$ cat src/rtl/mrle_pkg.sv
// shared types and character codes of the multi-state run-length pattern decoder
package mrle_pkg;

  // character codes
  localparam logic [7:0] CH_CR      = 8'h0d;
  localparam logic [7:0] CH_LF      = 8'h0a;
  localparam logic [7:0] CH_HASH    = 8'h23;
  localparam logic [7:0] CH_DOLLAR  = 8'h24;
  localparam logic [7:0] CH_DOT     = 8'h2e;
  localparam logic [7:0] CH_ZERO    = 8'h30;
  localparam logic [7:0] CH_NINE    = 8'h39;
  localparam logic [7:0] CH_UP_A    = 8'h41;
  localparam logic [7:0] CH_UP_X    = 8'h58;
  localparam logic [7:0] CH_LO_P    = 8'h70;
  localparam logic [7:0] CH_LO_X    = 8'h78;
  localparam logic [7:0] CH_LO_Y    = 8'h79;

  // letter 'A' maps to state 1, prefix 'p' maps to 1
  localparam logic [7:0] LETTER_OFS = 8'h40;
  localparam logic [7:0] PREFIX_OFS = 8'h6f;

  // states per prefix step
  localparam logic [8:0] STATE_BASE = 9'd24;

  // output field widths and packed item width
  localparam int COL_W   = 16;
  localparam int ROW_W   = 16;
  localparam int STATE_W = 9;
  localparam int LEN_W   = 20;
  localparam int OUT_W   = 64;

  typedef struct packed {
    logic               emit;
    logic [LEN_W-1:0]   run_length;
    logic [STATE_W-1:0] cell_state;
    logic [ROW_W-1:0]   row;
    logic [COL_W-1:0]   start_column;
  } run_t;

endpackage

$ cat src/rtl/mrle_core.sv
// decode state registers and per-byte next-state logic
module mrle_core #(
  parameter int COORD_BITS = 16,
  parameter int COUNT_BITS = 20
) (
  input  logic          clk,
  input  logic          rst_n,
  input  logic          fire,
  input  logic [7:0]    byte_in,
  output mrle_pkg::run_t run
);
  import mrle_pkg::*;

  localparam int SUM_W = ((COORD_BITS > COUNT_BITS) ? COORD_BITS : COUNT_BITS) + 1;
  localparam int MUL_W = COUNT_BITS + 4;

  logic [COORD_BITS-1:0] column_r, column_nxt;
  logic [COORD_BITS-1:0] row_r, row_nxt;
  logic [COUNT_BITS-1:0] count_r, count_nxt;
  logic                  present_r, present_nxt;
  logic [3:0]            prefix_r, prefix_nxt;
  logic                  line_start_r, line_start_nxt;
  logic                  skip_r, skip_nxt;

  always_comb begin
    logic                  is_letter;
    logic                  do_emit;
    logic [COUNT_BITS-1:0] eff_count;
    logic                  eff_present;
    logic [COUNT_BITS-1:0] len;
    logic [8:0]            state_val;
    logic [MUL_W-1:0]      ext, prod;
    logic [SUM_W-1:0]      sum;
    logic [31:0]           col32, row32, len32;

    column_nxt     = column_r;
    row_nxt        = row_r;
    count_nxt      = count_r;
    present_nxt    = present_r;
    prefix_nxt     = prefix_r;
    line_start_nxt = line_start_r;
    skip_nxt       = skip_r;
    do_emit        = 1'b0;
    state_val      = '0;
    eff_count      = count_r;
    eff_present    = present_r;
    is_letter      = (byte_in >= CH_UP_A) && (byte_in <= CH_UP_X);
    ext            = '0;
    prod           = '0;
    sum            = '0;

    if ((byte_in == CH_CR) || (byte_in == CH_LF)) begin
      count_nxt      = '0;
      present_nxt    = 1'b0;
      prefix_nxt     = '0;
      line_start_nxt = 1'b1;
      skip_nxt       = 1'b0;
    end else begin
      line_start_nxt = 1'b0;
      if (skip_r) begin
        skip_nxt = 1'b1;
      end else if (line_start_r && ((byte_in == CH_HASH) || (byte_in == CH_LO_X))) begin
        skip_nxt = 1'b1;
      end else if ((prefix_r != '0) && is_letter) begin
        do_emit   = 1'b1;
        state_val = 9'(prefix_r) * STATE_BASE + 9'(byte_in - LETTER_OFS);
      end else begin
        // a prefix without a letter is dropped with its count
        if (prefix_r != '0) begin
          eff_count   = '0;
          eff_present = 1'b0;
          prefix_nxt  = '0;
          count_nxt   = '0;
          present_nxt = 1'b0;
        end
        if ((byte_in >= CH_ZERO) && (byte_in <= CH_NINE)) begin
          ext  = MUL_W'(eff_count);
          prod = (ext << 3) + (ext << 1) + MUL_W'(byte_in - CH_ZERO);
          if (prod[MUL_W-1:COUNT_BITS] != '0) begin
            count_nxt = '1;
          end else begin
            count_nxt = prod[COUNT_BITS-1:0];
          end
          present_nxt = 1'b1;
        end else if (byte_in == CH_DOT) begin
          do_emit   = 1'b1;
          state_val = '0;
        end else if (is_letter) begin
          do_emit   = 1'b1;
          state_val = 9'(byte_in - LETTER_OFS);
        end else if ((byte_in >= CH_LO_P) && (byte_in <= CH_LO_Y)) begin
          prefix_nxt = 4'(byte_in - PREFIX_OFS);
        end else if (byte_in == CH_DOLLAR) begin
          len         = eff_present ? eff_count : COUNT_BITS'(1);
          sum         = SUM_W'(row_r) + SUM_W'(len);
          row_nxt     = sum[COORD_BITS-1:0];
          column_nxt  = '0;
          count_nxt   = '0;
          present_nxt = 1'b0;
          prefix_nxt  = '0;
        end else begin
          count_nxt   = '0;
          present_nxt = 1'b0;
          prefix_nxt  = '0;
        end
      end
    end

    // run emission: zero count gives nothing but still clears pending
    len = eff_present ? eff_count : COUNT_BITS'(1);
    if (do_emit) begin
      count_nxt   = '0;
      present_nxt = 1'b0;
      prefix_nxt  = '0;
      if (len != '0) begin
        sum        = SUM_W'(column_r) + SUM_W'(len);
        column_nxt = sum[COORD_BITS-1:0];
      end
    end

    col32 = 32'(column_r);
    row32 = 32'(row_r);
    len32 = 32'(len);
    run.emit         = do_emit && (len != '0);
    run.start_column = col32[COL_W-1:0];
    run.row          = row32[ROW_W-1:0];
    run.cell_state   = state_val;
    run.run_length   = len32[LEN_W-1:0];
  end

  always_ff @(posedge clk) begin
    if (!rst_n) begin
      column_r     <= '0;
      row_r        <= '0;
      count_r      <= '0;
      present_r    <= 1'b0;
      prefix_r     <= '0;
      line_start_r <= 1'b1;
      skip_r       <= 1'b0;
    end else if (fire) begin
      column_r     <= column_nxt;
      row_r        <= row_nxt;
      count_r      <= count_nxt;
      present_r    <= present_nxt;
      prefix_r     <= prefix_nxt;
      line_start_r <= line_start_nxt;
      skip_r       <= skip_nxt;
    end
  end

endmodule

$ cat src/rtl/multistate_rle_pattern_decoder.sv
// top level of the multi-state run-length pattern decoder
//
// usage:
//   in_*  : one pattern text byte per item; CR or LF ends a line, lines that
//           open with '#' or 'x' are skipped
//   out_* : one cell run per item (start column, row, state, length); a byte
//           gives at most one run, most bytes give none
// path: the accepting edge fills the input register; the byte is decoded into the
//   result register at the first later edge at which that register can take a
//   new decode, and a run it gives then appears on out_tvalid
// throughput: one byte per cycle while the result register is not stalled; the
//   decode is a single pass of counter and flag updates between the input and result registers
// stalls: while out_tready is low the result register holds its run and the
//   input register still takes one more byte; after that in_tready drops
//   until the run is taken
// reset: rst_n low empties both registers and clears the decode
//   state (column 0, row 0, no count, no prefix, at line start)
module multistate_rle_pattern_decoder #(
  parameter int COORD_BITS = 16,
  parameter int COUNT_BITS = 20
) (
  input  logic                      clk,
  input  logic                      rst_n,
  input  logic                      in_tvalid,
  output logic                      in_tready,
  input  logic [7:0]                in_tdata,   // [7:0] byte_req
  output logic                      out_tvalid,
  input  logic                      out_tready,
  output logic [mrle_pkg::OUT_W-1:0] out_tdata  // [15:0] start_column, [31:16] row,
                                                // [40:32] cell_state, [60:41] run_length
);
  import mrle_pkg::*;

  // input register
  logic       in_valid_r;
  logic [7:0] in_byte_r;

  // result register
  logic             out_valid_r;
  logic [OUT_W-1:0] out_data_r;

  logic advance;  // result register can take a new decode
  logic step;     // byte in the input register is decoded this cycle
  run_t run;

  assign advance   = !out_valid_r || out_tready;
  assign step      = in_valid_r && advance;
  assign in_tready = !in_valid_r || advance;

  mrle_core #(
    .COORD_BITS(COORD_BITS),
    .COUNT_BITS(COUNT_BITS)
  ) u_core (
    .clk    (clk),
    .rst_n  (rst_n),
    .fire   (step),
    .byte_in(in_byte_r),
    .run    (run)
  );

  always_ff @(posedge clk) begin
    if (!rst_n) begin
      in_valid_r <= 1'b0;
    end else if (in_tready) begin
      in_valid_r <= in_tvalid;
    end
  end

  always_ff @(posedge clk) begin
    if (in_tready && in_tvalid) begin
      in_byte_r <= in_tdata;
    end
  end

  always_ff @(posedge clk) begin
    if (!rst_n) begin
      out_valid_r <= 1'b0;
    end else if (step) begin
      out_valid_r <= run.emit;
    end else if (out_tready) begin
      out_valid_r <= 1'b0;
    end
  end

  // pack fields from the lowest bit up, pad bits zero
  always_ff @(posedge clk) begin
    if (step && run.emit) begin
      out_data_r <= {3'b000, run.run_length, run.cell_state, run.row, run.start_column};
    end
  end

  assign out_tvalid = out_valid_r;
  assign out_tdata  = out_data_r;

  // a byte held in the input register stays there while the result side stalls
  a_hold_input: assert property (@(posedge clk) disable iff (!rst_n)
    (in_valid_r && !advance) |=> (in_valid_r && $stable(in_byte_r)))
    else $error("input register lost a byte during a stall");

  // every run carries a nonzero length
  a_len_nonzero: assert property (@(posedge clk) disable iff (!rst_n)
    out_tvalid |-> (out_tdata[60:41] != 20'd0))
    else $error("run of zero length emitted");

  // decoded state never exceeds the highest prefixed state
  a_state_range: assert property (@(posedge clk) disable iff (!rst_n)
    out_tvalid |-> (out_tdata[40:32] <= 9'd264))
    else $error("cell state out of range");

  // nothing comes out right after reset
  a_reset_quiet: assert property (@(posedge clk)
    !rst_n |=> !out_tvalid)
    else $error("result valid after reset");

endmodule

$ cat config.mk
export PLATFORM = sky130hd
export DESIGN_NAME = multistate_rle_pattern_decoder
export DESIGN_NICKNAME = d
export VERILOG_FILES = /design/src/rtl/mrle_pkg.sv /design/src/rtl/mrle_core.sv /design/src/rtl/multistate_rle_pattern_decoder.sv
export SDC_FILE = /design/constraint.sdc
export NUM_CORES = 1
export LEC_CHECK = 0
export ABC_CLOCK_PERIOD_IN_PS = 5200
export BUFFER_PORTS_ARGS = -buffer_cell sky130_fd_sc_hd__buf_2
export CORE_ASPECT_RATIO = 0.8
export CORE_MARGIN = 1
export CORE_UTILIZATION = 55
export DETAILED_ROUTE_END_ITERATION = 7
export PLACE_DENSITY_LB_ADDON = 0.15
export REMOVE_ABC_BUFFERS = 1
export SLEW_MARGIN = 10
export SYNTH_ARGS = -nofsm -noshare
export SYNTH_HDL_FRONTEND = slang
export SYNTH_HIERARCHICAL = 1
export SYNTH_SLANG_ARGS = --single-unit
$ cat constraint.sdc
create_clock -name clk -period 5.2 [get_ports clk]
set_input_delay 0 -clock clk [delete_from_list [all_inputs] [get_ports clk]]
set_output_delay 0 -clock clk [all_outputs]
set_load 0.005 [all_outputs]
==> impl_metrics.tcl <==
set metrics [dict create \
    outcome "completed" \
    synth_flop_cell "edfxtp_1" \
    multi_input_area_um2 5060 \
    crit_type "register to register" \
    synth_cell_types 71 \
    totalWireLength_um 21310 \
    cp_max_fo 13 \
    worst_pin_slew_ns 0.8865 \
    clock_power_share 0.481 \
    clkTransAtPathRegs_ns 0.07 \
    synth_edf_count 69 \
    synthTopCellsByArea "edfxtp_1 24%, dfxtp_1 14%, ha_1 11%, fa_1 5.2%, a21oi_1 4.6%" \
    nets 1139 \
    max_freq_mhz 211.6 \
    cts_buffers 17 \
    antenna_left 0 \
    async_reset_ff_frac 0 \
    crit_path_cell_trace "inv_1 -> ha_1 -> and2_2 -> nand2_1 -> fa_1 -> inv_1 -> ha_1 -> or4_1 -> o2111ai_1 -> o21ai_1 -> a41oi_1 -> o2111ai_1 -> or4b_1 -> a32o_1" \
    r2r_slack_ns 0.47 \
    skew_ns 0.01194 \
    max-cap-violations 0 \
    avgSynthCellArea_um2 9.293 \
    arrival_ns 5.03 \
    startpoint "u_core/prefix_r[2]$_SDFFE_PN0P_" \
    ir_drop_uv 233.6 \
    tritoncts "done" \
    drt_iter0_drc 553 \
    layout-drive-gt1-share 0.1240 \
    crit_path_start_kind "register" \
    r2r_start "u_core/prefix_r[2]$_SDFFE_PN0P_" \
    track_usage 0.2730 \
    r2r-end "u_core/count_r[3]$_SDFFE_PN0P_" \
    die-area_um2 16510 \
    grt_max_degree 53 \
    globalplace.congestion 0.9138 \
    syn_area_um2 8801 \
    power_frac_comb 0.066 \
    grt_pass1_wl_um 34540 \
    rsz0062_at_grt "false" \
    critPathBufInv 2 \
    root_buffer "clkbuf_16" \
    firstDrtPassIters 7 \
    ys_seq_elements 130 \
    critPathMaxStageDelay_ns 0.62 \
    die_h_um 115.1 \
    io_pins 78 \
    min-delay-path-class "primary input to register" \
    coreArea_um2 15310 \
    fin_crit_sh 0.9090 \
    critPathCaptureType "register" \
    crit_slowest_cell "or4b_1" \
    required_ns 5.51 \
    die_w_um 143.4 \
    cts.sinks 130 \
    tns_ns 0 \
    final-seq-area_um2 3293 \
    p_sw_frac 0.2477 \
    place_hpwl_um 15940 \
    max-clock-path-buffers 2 \
    grt_pass1_vias 6636 \
    grt_overflow 0 \
    pwr-share-seq 0.453 \
    synth_cells 947 \
    yosysWarnings 6 \
    post-route-util 0.6571 \
    pre_cts_slack_ns 0.4099 \
    areaGrowthSynthToFinish_pct 14.34 \
    initial_core_util 0.5747 \
    synth.top_cell.area_share 0.2354 \
    fillers 1283 \
    port_buffers 74 \
    htree_levels 4 \
    cpLargestDelayFamily "simple AND/OR/NAND/NOR gates" \
    fin_crit_ns 4.727 \
    antenna_found_initial 0 \
    yosysSeqAreaShare 0.3742 \
    finalWorstSetupSlack_ns 0.4732 \
    drc 0 \
    p_switching_mw 0.5974 \
    via_per_inst 5.780 \
    crit_cells 14 \
    worstSetupEndpoint "u_core/count_r[3]$_SDFFE_PN0P_" \
    hold_viol_final 0 \
    num_rows 40 \
    wire_per_inst_um 17.05 \
    relSlewSlack 0.4084 \
    via_count 7225 \
    p_per_area_nw_per_um2 239.7 \
    power.leakage_nw 4.502 \
    p_int_mw 1.814 \
    setup_viol 0 \
    diodes 0 \
    insertion_delay_ns 0.42 \
    reg2reg_depth 14 \
    drv_slew 0 \
    synth_top_area_cell "edfxtp_1" \
]
worst min-delay path by stage:
| stage | end | cells after the start | start | slack [ns] |
|---|---|---|---|---|
| final | u_core/line_start_r$_SDFFE_PN1P_ | 2 | rst_n | 0.06 |
| after global routing | u_core/line_start_r$_SDFFE_PN1P_ | 2 | rst_n | 0.07 |
| after CTS | u_core/line_start_r$_SDFFE_PN1P_ | 2 | rst_n | 0.03 |
| after detailed placement | in_byte_r[6]$_DFFE_PP_ | 1 | in_tdata[6] | 0.18 |
| after global placement | in_byte_r[5]$_DFFE_PP_ | 1 | in_tdata[5] | 0.18 |
| after floorplan | u_core/line_start_r$_SDFFE_PN1P_ | 1 | rst_n | 0.07 |
through the flow:
step | instances | hold slack (ns) | area (um^2) | total power, mW
3_3_place_gp | 1207 | 0.1766 | 9370 | 1.261
3_5_place_dp | 1207 | 0.1781 | 9370 | 1.262
4_1_cts | 1250 | 0.03068 | 10060 | 2.425
2_1_floorplan | 913 | 0.07183 | 8642 | 1.213
6_report | 1250 | 0.06359 | 10060 | 2.412
5_1_grt | 1250 | 0.07493 | 10060 | 2.489
worst register-to-register path, cell delays in order (launching register included):
cell	delay [ns]
dfxtp_1	0.39
inv_1	0.13
ha_1	0.29
and2_2	0.33
nand2_1	0.18
fa_1	0.57
inv_1	0.06
ha_1	0.23
or4_1	0.58
o2111ai_1	0.27
o21ai_1	0.20
a41oi_1	0.26
o2111ai_1	0.29
or4b_1	0.63
a32o_1	0.23
power groups by stage:
stage	Sequential, mW	Combinational [mW]	Clock (mW)
final	1.09	0.160	1.16
after global routing	1.09	0.177	1.22
after CTS	1.09	0.156	1.18
after detailed placement	1.11	0.148	0
after global placement	1.11	0.148	0
after floorplan	1.11	0.101	0
cells by family after synthesis:
| logic type | count (synthesis) | share of synthesized area |
|---|---|---|
| muxes | 1 | 0.001137 |
| and+or+nand+nor | 300 | 0.1760 |
| other | 1 | 0.0004261 |
| buffers and inverters | 117 | 0.05345 |
| AOI/OAI and AO/OA | 251 | 0.1862 |
| xor gates and xnor gates | 47 | 0.04677 |
| DFF | 130 | 0.3742 |
| adders and majority gates | 100 | 0.1618 |
per-layer routing:
metal / vias to the layer above / part of all wire / track usage
li1: 3585 / - / -
met1: 3374 / 0.49 / 0.4127
met5: - / 0 / 0
met3: 17 / 0.067 / 0.04748
met2: 249 / 0.43 / 0.4006
met4: 0 / 0.010 / 0.07234
placed cells by master (no fill, tap or decap), types with 6 or more instances in the layout:
master / instances
nand2_1: 88
a21oi_1: 81
xor2_1: 9
a22oi_1: 7
a21o_1: 14
dfxtp_1: 61
edfxtp_1: 69
a22o_1: 15
ha_1: 77
a31oi_1: 9
a211oi_1: 20
nand2b_1: 11
nor2_1: 52
nand3_1: 19
buf_2: 74
inv_1: 80
nor3_1: 16
o21a_1: 9
buf_4: 9
a311oi_1: 6
fa_1: 23
xnor2_1: 38
nand4_1: 10
o31ai_1: 6
o2111ai_1: 6
clkbuf_16: 17
o21ai_0: 37
and2_1: 28
nor4_1: 9
dlygate4sd3_1: 11
and3_1: 31
state kept, by name, summed over array words and instances, names as in the netlist:
register / cells
u_core/column_r: 16
out_tvalid: 1
u_core/count_r: 20
in_valid_r: 1
u_core/present_r: 1
u_core/skip_r: 1
u_core/line_start_r: 1
u_core/prefix_r: 4
out_tdata: 61
in_byte_r: 8
u_core/row_r: 16
cells in the mapped netlist (all sizes together) (4+ instances only):
library cell and instances:
or4 4, nand4 10, a31oi 10, and3 31, nand2 88, a311oi 6, a21boi 4, inv 80
dfxtp 61, a22o 15, nor3 17, and2 29, nor4 9, o21a 9, nor2b 6, a211oi 22
fa 23, o31ai 6, ha 77, buf 9, a21o 14, o21bai 4, a21oi 81, nor2 53
o21ai 42, nand2b 12, xor2 9, o2111ai 6, a22oi 7, or3 5, edfxtp 69, xnor2 38
nand3 19, and4 4, clkbuf 27
final cells by class:
class / instances / area share
Inverter: 81 / 0.03021
Clock inverter: 15 / 0.01492
Sequential cell: 130 / 0.3272
Tap cell: 210 / 0.02611
Timing Repair Buffer: 95 / 0.05645
Multi-Input combinational cell: 702 / 0.5028
Clock buffer: 17 / 0.04227
repair_timing:
action | CTS | global route
gates resized for setup | 0 | 2
hold buffers | 11 | 0
endpoints found under the hold margin | 10 | 0
buffers inserted | 0 | 0
endpoints found under the setup margin | 0 | 3
No activity file was read; power rests on OpenSTA's default activity.
